[config.mk]
export PLATFORM = sky130hd
export DESIGN_NAME = http_response_body_deframer_top
export DESIGN_NICKNAME = d
export VERILOG_FILES = /design/src/hdl/hrbd_pkg.sv /design/src/hdl/hrbd_core.sv /design/src/hdl/http_response_body_deframer_top.sv
export SDC_FILE = /design/constraint.sdc
export NUM_CORES = 1
export LEC_CHECK = 0
export ABC_CLOCK_PERIOD_IN_PS = 6500
export BUFFER_PORTS_ARGS = -buffer_cell sky130_fd_sc_hd__buf_2
export CAP_MARGIN = 20
export CORE_UTILIZATION = 39
export DETAILED_ROUTE_END_ITERATION = 8
export PLACE_DENSITY_LB_ADDON = 0.1
export SETUP_SLACK_MARGIN = 0.3
export SYNTH_ARGS = -nofsm -noshare
export SYNTH_HDL_FRONTEND = slang
export SYNTH_SLANG_ARGS = --single-unit
[constraint.sdc]
create_clock -name clk -period 6.5 [get_ports clk]
set_input_delay 0.65 -clock clk [delete_from_list [all_inputs] [get_ports clk]]
set_output_delay 0.65 -clock clk [all_outputs]
set_load 0.02 [all_outputs]
[src/hdl/hrbd_pkg.sv]
package hrbd_pkg;

	localparam int COUNT_BITS_DEF = 24;
	localparam int BYTE_W         = 8;
	localparam int LIMIT_W        = 24;
	localparam int BCOUNT_W       = 24;
	localparam int IN_TDATA_W     = 8;
	localparam int OUT_TDATA_W    = 40;

	localparam logic [LIMIT_W-1:0] LIMIT_RST = {LIMIT_W{1'b1}};

	typedef enum logic [2:0] {
		M_HDR   = 3'd0,
		M_CSIZE = 3'd1,
		M_CDATA = 3'd2,
		M_TRAIL = 3'd3,
		M_LEN   = 3'd4,
		M_STRM  = 3'd5,
		M_DONE  = 3'd6
	} mode_t;

	typedef struct packed {
		logic                body_valid;
		logic [BYTE_W-1:0]   body_byte;
		logic                body_done;
		logic [BCOUNT_W-1:0] body_count;
		logic                overflow;
	} res_t;

endpackage

[src/hdl/hrbd_core.sv]
module hrbd_core #(
	parameter int COUNT_BITS = hrbd_pkg::COUNT_BITS_DEF
) (
	input  logic                          clk,
	input  logic                          arst_n,
	input  logic                          fire,
	input  logic [hrbd_pkg::BYTE_W-1:0]   rx_byte,
	input  logic                          stream_end,
	input  logic [hrbd_pkg::LIMIT_W-1:0]  body_limit,
	output hrbd_pkg::res_t                res
);

	localparam int CW = (COUNT_BITS > hrbd_pkg::LIMIT_W) ? COUNT_BITS : hrbd_pkg::LIMIT_W;
	localparam int AW = COUNT_BITS + 4;
	localparam logic [COUNT_BITS-1:0] CNT_MAX = {COUNT_BITS{1'b1}};

	localparam logic [4:0] TE_LEN = 5'd18;
	localparam logic [4:0] CH_LEN = 5'd7;
	localparam logic [4:0] CL_LEN = 5'd16;
	localparam logic [8*18-1:0] TE_PAT = "Transfer-Encoding:";
	localparam logic [8*18-1:0] CH_PAT = 144'("chunked");
	localparam logic [8*18-1:0] CL_PAT = 144'("Content-Length: ");

	localparam logic [7:0] CH_CR  = 8'h0d;
	localparam logic [7:0] CH_LF  = 8'h0a;
	localparam logic [7:0] CH_SP  = 8'h20;
	localparam logic [7:0] CH_TAB = 8'h09;

	// patterns are held with their first character highest
	function automatic logic [4:0] match_step(input logic [8*18-1:0] pat,
			input logic [4:0] len, input logic [4:0] pos, input logic [7:0] b);
		logic [4:0] r;
		r = 5'd0;
		if (pos >= len) begin
			r = pos;
		end else if (b == pat[8*(int'(len) - 1 - int'(pos)) +: 8]) begin
			r = pos + 5'd1;
		end else if (b == pat[8*(int'(len) - 1) +: 8]) begin
			r = 5'd1;
		end
		return r;
	endfunction

	hrbd_pkg::mode_t mode_q, mode_d;
	logic                  saw_cr_q, saw_cr_d;
	logic                  line_empty_q, line_empty_d;
	logic [4:0]            te_q, te_d;
	logic [2:0]            ch_q, ch_d;
	logic [4:0]            cl_q, cl_d;
	logic [2:0]            flags_q, flags_d;
	logic                  chunked_q, chunked_d;
	logic                  known_q, known_d;
	logic [COUNT_BITS-1:0] decl_q, decl_d;
	logic [COUNT_BITS-1:0] cr_q, cr_d;
	logic [COUNT_BITS-1:0] dc_q, dc_d;
	logic                  ovf_q, ovf_d;

	logic                  is_cr, is_lf, is_blank, is_dec, is_hex;
	logic [3:0]            dig;
	logic                  le_any, le_empty;
	logic                  lb_empty, lb_cr;
	logic [4:0]            te_nx, ch_nx, cl_nx;
	logic [AW-1:0]         acc_w;
	logic                  acc_sat;
	logic [COUNT_BITS-1:0] acc_v;
	logic [COUNT_BITS-1:0] dc_inc;
	logic                  del_ovf;
	logic [COUNT_BITS-1:0] cr_dec;
	logic                  decl_big;
	logic [CW-1:0]         dc_ext;

	always_comb begin
		is_cr    = rx_byte == CH_CR;
		is_lf    = rx_byte == CH_LF;
		is_blank = (rx_byte == CH_SP) || (rx_byte == CH_TAB);
		is_dec   = (rx_byte >= "0") && (rx_byte <= "9");
		is_hex   = 1'b1;
		dig      = 4'd0;
		if (is_dec) begin
			dig = 4'(rx_byte - 8'("0"));
		end else if ((rx_byte >= "a") && (rx_byte <= "f")) begin
			dig = 4'(rx_byte - 8'("a") + 8'd10);
		end else if ((rx_byte >= "A") && (rx_byte <= "F")) begin
			dig = 4'(rx_byte - 8'("A") + 8'd10);
		end else begin
			is_hex = 1'b0;
		end
	end

	// CRLF line splitter
	always_comb begin
		le_any   = is_lf && saw_cr_q;
		le_empty = le_any && line_empty_q;
		if (le_any) begin
			lb_empty = 1'b1;
			lb_cr    = 1'b0;
		end else begin
			lb_empty = (saw_cr_q || !is_cr) ? 1'b0 : line_empty_q;
			lb_cr    = is_cr;
		end
	end

	assign te_nx = match_step(TE_PAT, TE_LEN, te_q, rx_byte);
	assign ch_nx = match_step(CH_PAT, CH_LEN, 5'(ch_q), rx_byte);
	assign cl_nx = match_step(CL_PAT, CL_LEN, cl_q, rx_byte);

	// digit accumulate, x10 in the headers and x16 on size lines
	always_comb begin
		if (mode_q == hrbd_pkg::M_CSIZE) begin
			acc_w = {cr_q, dig};
		end else begin
			acc_w = (AW'(cr_q) << 3) + (AW'(cr_q) << 1) + AW'(dig);
		end
		acc_sat = |acc_w[AW-1:COUNT_BITS];
		acc_v   = acc_sat ? CNT_MAX : acc_w[COUNT_BITS-1:0];
	end

	always_comb begin
		dc_inc   = (dc_q == CNT_MAX) ? dc_q : dc_q + COUNT_BITS'(1);
		del_ovf  = (dc_q == CNT_MAX) || (CW'(dc_inc) > CW'(body_limit));
		cr_dec   = (cr_q != '0) ? cr_q - COUNT_BITS'(1) : cr_q;
		decl_big = CW'(decl_q) > CW'(body_limit);
	end

	// next mode
	always_comb begin
		mode_d = mode_q;
		if (fire && (mode_q < hrbd_pkg::M_DONE)) begin
			if (stream_end) begin
				mode_d = hrbd_pkg::M_DONE;
			end else begin
				unique case (mode_q)
					hrbd_pkg::M_HDR: begin
						if (le_empty) begin
							if (chunked_q) begin
								mode_d = hrbd_pkg::M_CSIZE;
							end else if (known_q) begin
								mode_d = (decl_q == '0) ? hrbd_pkg::M_DONE : hrbd_pkg::M_LEN;
							end else begin
								mode_d = hrbd_pkg::M_STRM;
							end
						end
					end
					hrbd_pkg::M_CSIZE: begin
						if (le_any && flags_q[0]) begin
							mode_d = (cr_q == '0) ? hrbd_pkg::M_TRAIL : hrbd_pkg::M_CDATA;
						end
					end
					hrbd_pkg::M_CDATA: begin
						if (cr_dec == '0) begin
							mode_d = hrbd_pkg::M_CSIZE;
						end
					end
					hrbd_pkg::M_TRAIL: begin
						if (le_empty) begin
							mode_d = hrbd_pkg::M_DONE;
						end
					end
					hrbd_pkg::M_LEN: begin
						if (dc_inc >= decl_q) begin
							mode_d = hrbd_pkg::M_DONE;
						end
					end
					default: begin
					end
				endcase
			end
		end
	end

	// datapath and result
	always_comb begin
		saw_cr_d     = saw_cr_q;
		line_empty_d = line_empty_q;
		te_d         = te_q;
		ch_d         = ch_q;
		cl_d         = cl_q;
		flags_d      = flags_q;
		chunked_d    = chunked_q;
		known_d      = known_q;
		decl_d       = decl_q;
		cr_d         = cr_q;
		dc_d         = dc_q;
		ovf_d        = ovf_q;
		res.body_valid = 1'b0;
		res.body_byte  = '0;
		res.body_done  = 1'b0;
		if (fire && (mode_q < hrbd_pkg::M_DONE)) begin
			if (stream_end) begin
				res.body_done = 1'b1;
			end else begin
				unique case (mode_q)
					hrbd_pkg::M_HDR: begin
						saw_cr_d     = lb_cr;
						line_empty_d = lb_empty;
						if (!le_any) begin
							te_d = te_nx;
							if (te_nx >= TE_LEN) flags_d[0] = 1'b1;
							ch_d = ch_nx[2:0];
							if (ch_nx >= CH_LEN) flags_d[1] = 1'b1;
							if (cl_q < CL_LEN) begin
								cl_d = cl_nx;
								if (cl_nx == CL_LEN) cr_d = '0;
							end else if (cl_q == CL_LEN) begin
								if (is_dec) begin
									cr_d       = acc_v;
									ovf_d      = ovf_q | acc_sat;
									flags_d[2] = 1'b1;
								end else if (!(is_blank && !flags_q[2])) begin
									cl_d = CL_LEN + 5'd1;
								end
							end
						end else begin
							if (!le_empty) begin
								if (flags_q[1:0] == 2'b11) chunked_d = 1'b1;
								if (cl_q >= CL_LEN) begin
									decl_d  = cr_q;
									known_d = 1'b1;
								end
							end else if (!chunked_q && known_q) begin
								if (decl_big) ovf_d = 1'b1;
								if (decl_q == '0) res.body_done = 1'b1;
							end
							te_d    = '0;
							ch_d    = '0;
							cl_d    = '0;
							flags_d = '0;
							cr_d    = '0;
						end
					end
					hrbd_pkg::M_CSIZE: begin
						saw_cr_d     = lb_cr;
						line_empty_d = lb_empty;
						if (!le_any) begin
							if (!flags_q[1]) begin
								if (is_hex) begin
									cr_d       = acc_v;
									ovf_d      = ovf_q | acc_sat;
									flags_d[0] = 1'b1;
								end else if (!(is_blank && !flags_q[0])) begin
									flags_d[1] = 1'b1;
								end
							end
						end else begin
							if (!flags_q[0]) cr_d = '0;
							flags_d = '0;
						end
					end
					hrbd_pkg::M_CDATA: begin
						res.body_valid = 1'b1;
						res.body_byte  = rx_byte;
						dc_d           = dc_inc;
						ovf_d          = ovf_q | del_ovf;
						cr_d           = cr_dec;
						if (cr_dec == '0) flags_d = '0;
					end
					hrbd_pkg::M_TRAIL: begin
						saw_cr_d     = lb_cr;
						line_empty_d = lb_empty;
						if (le_empty) res.body_done = 1'b1;
					end
					hrbd_pkg::M_LEN: begin
						res.body_valid = 1'b1;
						res.body_byte  = rx_byte;
						dc_d           = dc_inc;
						ovf_d          = ovf_q | del_ovf;
						if (dc_inc >= decl_q) res.body_done = 1'b1;
					end
					hrbd_pkg::M_STRM: begin
						res.body_valid = 1'b1;
						res.body_byte  = rx_byte;
						dc_d           = dc_inc;
						ovf_d          = ovf_q | del_ovf;
					end
					default: begin
					end
				endcase
			end
		end
		dc_ext         = CW'(dc_d);
		res.body_count = dc_ext[hrbd_pkg::BCOUNT_W-1:0];
		res.overflow   = ovf_d;
	end

	always_ff @(posedge clk or negedge arst_n) begin
		if (!arst_n) begin
			mode_q       <= hrbd_pkg::M_HDR;
			saw_cr_q     <= 1'b0;
			line_empty_q <= 1'b1;
			te_q         <= '0;
			ch_q         <= '0;
			cl_q         <= '0;
			flags_q      <= '0;
			chunked_q    <= 1'b0;
			known_q      <= 1'b0;
			decl_q       <= '0;
			cr_q         <= '0;
			dc_q         <= '0;
			ovf_q        <= 1'b0;
		end else begin
			mode_q       <= mode_d;
			saw_cr_q     <= saw_cr_d;
			line_empty_q <= line_empty_d;
			te_q         <= te_d;
			ch_q         <= ch_d;
			cl_q         <= cl_d;
			flags_q      <= flags_d;
			chunked_q    <= chunked_d;
			known_q      <= known_d;
			decl_q       <= decl_d;
			cr_q         <= cr_d;
			dc_q         <= dc_d;
			ovf_q        <= ovf_d;
		end
	end

endmodule

[src/hdl/http_response_body_deframer_top.sv]
// Channel   Dir  Handshake          Word
// s_*       in   s_tvalid/s_tready  tdata rx_byte, tlast stream_end
// m_*       out  m_tvalid/m_tready  tdata body_byte/count/overflow, tlast body_done,
//                                   tuser body_valid
// cfg_*     in   cfg_we             cfg_wdata body_limit
//
// One word in and one word out per cycle while m_tready stays high; each word passes
// the input register, then the parse state and result register.
// Asynchronous active-low reset returns the parser to header mode and body_limit
// to all ones.
// m_tready low while m_tvalid is high holds the result register and, once the input
// register is full, drops s_tready in the same cycle.
module http_response_body_deframer_top #(
	parameter int COUNT_BITS = hrbd_pkg::COUNT_BITS_DEF
) (
	input  logic                                clk,
	input  logic                                arst_n,
	input  logic                                s_tvalid,
	output logic                                s_tready,
	input  logic [hrbd_pkg::IN_TDATA_W-1:0]     s_tdata,  // [7:0] rx_byte
	input  logic                                s_tlast,  // stream_end
	output logic                                m_tvalid,
	input  logic                                m_tready,
	output logic [hrbd_pkg::OUT_TDATA_W-1:0]    m_tdata,  // [7:0] body_byte, [31:8] body_count,
	                                                      // [32] overflow, [39:33] zero
	output logic                                m_tlast,  // body_done
	output logic                                m_tuser,  // body_valid
	input  logic                                cfg_we,
	input  logic [hrbd_pkg::LIMIT_W-1:0]        cfg_wdata
);

	logic                             valid_s1;
	logic [hrbd_pkg::BYTE_W-1:0]      byte_s1;
	logic                             end_s1;
	logic                             out_valid_q;
	hrbd_pkg::res_t                   res_q;
	hrbd_pkg::res_t                   res;
	logic [hrbd_pkg::LIMIT_W-1:0]     limit_q;
	logic                             adv;
	logic                             fire;

	assign adv      = !out_valid_q || m_tready;
	assign fire     = valid_s1 && adv;
	assign s_tready = !valid_s1 || adv;

	always_ff @(posedge clk or negedge arst_n) begin
		if (!arst_n) begin
			limit_q <= hrbd_pkg::LIMIT_RST;
		end else if (cfg_we) begin
			limit_q <= cfg_wdata;
		end
	end

	always_ff @(posedge clk or negedge arst_n) begin
		if (!arst_n) begin
			valid_s1    <= 1'b0;
			out_valid_q <= 1'b0;
		end else begin
			if (s_tready) valid_s1 <= s_tvalid;
			if (adv) out_valid_q <= valid_s1;
		end
	end

	always_ff @(posedge clk) begin
		if (s_tvalid && s_tready) begin
			byte_s1 <= s_tdata[hrbd_pkg::BYTE_W-1:0];
			end_s1  <= s_tlast;
		end
		if (fire) res_q <= res;
	end

	hrbd_core #(
		.COUNT_BITS (COUNT_BITS)
	) u_core (
		.clk        (clk),
		.arst_n     (arst_n),
		.fire       (fire),
		.rx_byte    (byte_s1),
		.stream_end (end_s1),
		.body_limit (limit_q),
		.res        (res)
	);

	assign m_tvalid = out_valid_q;
	assign m_tlast  = res_q.body_done;
	assign m_tuser  = res_q.body_valid;
	assign m_tdata  = {7'd0, res_q.overflow, res_q.body_count, res_q.body_byte};

endmodule
==> run_results.csv <==
group,metric,value,unit
run_status,result_of_the_run,"completed",
cts,cts_htree_levels,4,
cts,post_cts.repair.setup_buffers,0,
sta,clock_period_minus_worst_slack,5540,ps
setup_path,rr_startpoint,"byte_s1[0]",
global_route,via_count_of_the_first_global_routing_pass,11500,
setup_path,critPathRequiredTime,6840,ps
synthesis,synth_seq_area_share,32.9,%
cts,cts.clk_slew.worst_paths,70,ps
synthesis,synth_largest_type_area_fraction,18.1,%
placement,numPlacedInstances,2031,
setup_path,rr_worst_depth,21,
routing,postRouteWirelength,39000,um
synthesis,syn_avg_cell_area,8.45,sq um
setup_path,startpoint_type,"flop",
setup_path,cp-startpoint,"byte_s1[0]",
sta,timing.slew.headroom,34.7,%
pwr,p_leak,6.64,nW
setup_path,crit_arrival,5880,ps
final_layout,diodes,0,
global_route,largest_net_degree_at_the_start_of_global_routing,69,
setup_path,cp_max_fo,21,
sta,drv_slew,0,
sta,final_min_period_over_clock_period,85.2,%
floorplan,start_util,39.8,%
sta,fin_tns_setup,0,ps
synthesis,yosysMostFrequentCell,"nand2_1",
synthesis,yosysTopAreaCell,"dfrtp_1",
global_route,grt.total_usage,22.6,%
synthesis,ys_top_cells_by_area,"dfrtp_1 18%, ha_1 13%, edfxtp_1 9.9%, o21ai_0 5.1%, dfstp_2 4.9%",
sta,setup_violations,0,
final_layout,layout-area-overhead-vs-synth,9.32,%
sta,max_freq,0.181,GHz
setup_path,path_class,"reg -> reg",
synthesis,synthesis.area,13400,sq um
sta,worst_margin_pin_slew,976,ps
cts,cts.root.buffer_cell,"clkbuf_16",
setup_path,critical_path.endpoint_type,"flop",
cts,cts_buffers,17,
placement,routabilityCongestion,0.900,
sta,holdWs,277,ps
synthesis,syn_inst,1586,
global_route,grt.overflow.total,0,
synthesis,synth-edff-count,44,
final_layout,final_design_area_excluding_fillers,14700,sq um
floorplan,floorplan.core_area,33700,sq um
global_route,antenna_violations_before_repair,0,
floorplan,core.rowCount,67,
cts,clockBufferDepth,2,
routing,route.antenna.remaining_nets,0,
synthesis,synth_flop_cell,"dfrtp_1",
final_layout,finalNonFillerCells,2064,
pwr,vdd_drop_max,0.000198,V
run,drv.max_cap_violation_count,0,
pwr,power-per-cell-area,163,nW/um^2
sta,rsz0062_at_grt,"no",
cts,resize_count_post_cts,0,
final_layout,fill_cell_instance_count_of_the_final_layout,3403,
placement,post-dp-hpwl,29300,um
global_route,grt_pass1_wl,63200,um
synthesis,synth_async_sr_flop_share,73.5,%
routing,drc,0,
placement,place.port_buffers,74,
cts,tritoncts,"done",
floorplan,design.die.area,35100,sq um
cts,holdBufCountCts,0,
synthesis,ys.warnings.count,0,
floorplan,ios,82,
routing,detail_route.iter0.violations,909,
pwr,power.total,2.38,mW
synthesis,post_synth_most_frequent_cells,"175 x nand2_1, 136 x ha_1, 136 x o21ai_0",
floorplan,die_h,187,um
sta,fin_worst_skew,12.0,ps
routing,routed-via-count,11900,
final_layout,nNetsFinal,1779,
worst_hold_path,hold_path.class,"in -> async",
synthesis,ys_types,83,
sta,hold_violations,0,
synthesis,synth.ff_latch_count,166,
placement,placement_cell_area,14000,sq um
routing,drt_pre_antenna_iters,5,
floorplan,chipWidth,187,um
routing,post_detailed_route_wirelength_per_cell,18.9,um
routing,routed_vias_inst,5.79,
cts,clock-sinks,166,
cts,worstSkewPairLatency,450,ps
final_layout,post_route_cells_drive_above_1_share,10.7,%
layout make-up:
class                      instances  area (sq um)  area share [%]
timing repair buffer              85           455            3.11
sequential                       166          4410            30.1
clock inverter                    14           164            1.12
multi-input combinational       1247          8310            56.7
tap                              448           561            3.83
clock buffer                      18           429            2.93
inverter                          86           323            2.20
where the power goes:
part	internal [mW]	switching, mW	total, mW
Combinational	0.0648	0.123	0.188
Clock	0.578	0.480	1.06
Sequential	1.11	0.0211	1.13
Total	1.76	0.624	2.38
metrics by stage:
stage	worst slack, ps	utilization, %
finish	961	43.5
global placement	963	41.7
detailed placement	809	41.7
CTS	771	43.4
global route	481	43.5
floorplan	1670	-
critical path, cell delays in order (launching register included):
cell and delay [ps]:
edfxtp_1 550, clkinv_1 340, ha_1 320, nand3_1 90, o2111ai_1 110, and3_1 300, nor2b_1 150, o21ai_0 140
o21ai_0 140, ha_1 320, ha_1 200, fa_1 230, a21o_1 160, a31oi_1 130, nor4b_2 450, nor2_1 190
a311o_1 360, o41ai_1 350, nand3_1 120, buf_4 230, a211o_1 250, a211o_1 290
layer usage:
metal	vias up	global-route usage [%]	routed length (um)
li1	5839	-	-
met1	5696	31.9	18700
met2	369	35.3	17600
met3	45	2.87	1680
met4	0	8.63	1020
met5	-	0	0
registers in the layout, summed over array words and instances (netlist names), 3 cells and up:
| signal | count |
|---|---|
| u_core.cr_q | 24 |
| limit_q | 24 |
| m_tdata | 33 |
| u_core.dc_q | 24 |
| u_core.flags_q | 3 |
| u_core.cl_q | 5 |
| u_core.mode_q | 3 |
| u_core.decl_q | 24 |
| u_core.ch_q | 3 |
| u_core.te_q | 5 |
| byte_s1 | 8 |
kinds of logic (layout without fill, tap and decap cells):
logic type      Yosys count  after routing  share of synthesized area (%)
simple gates            553            553                           20.3
compound gates          452            452                           21.8
buf+inv                 179            203                           5.36
flops                   166            166                           32.9
fa+ha+maj               139            139                           13.1
xor+xnor                 77             77                           5.03
mux                      19             19                           1.52
other cells               1              7                         0.0280
cell usage in the layout, fill, tap and decap left out, types with 17 or more instances in the layout:
cell       instances
and3_1            24
inv_1             83
clkbuf_16         17
o21ai_0          136
nand2_1          175
nand4_1           25
dfrtp_1           97
nand2b_1          18
nor4_1            22
ha_1             136
nor2_1           104
nor3_1            42
xor2_1            33
a21oi_1           93
nand3_1           60
a211oi_1          32
a21o_1            33
xnor2_1           44
o211ai_1          17
dfstp_2           25
buf_2             73
edfxtp_1          44
path summary, 6_finish.rpt:
kind,slack [ps],endpoint
max,960,u_core.cr_q[14]
min,280,u_core.decl_q[6]
max in group asynchronous,4870,u_core.decl_q[20]
max reg2reg,960,u_core.cr_q[14]
min in group clk,370,byte_s1[6]
min reg2reg,470,u_core.known_q
Power figures use the tool's default switching activity.
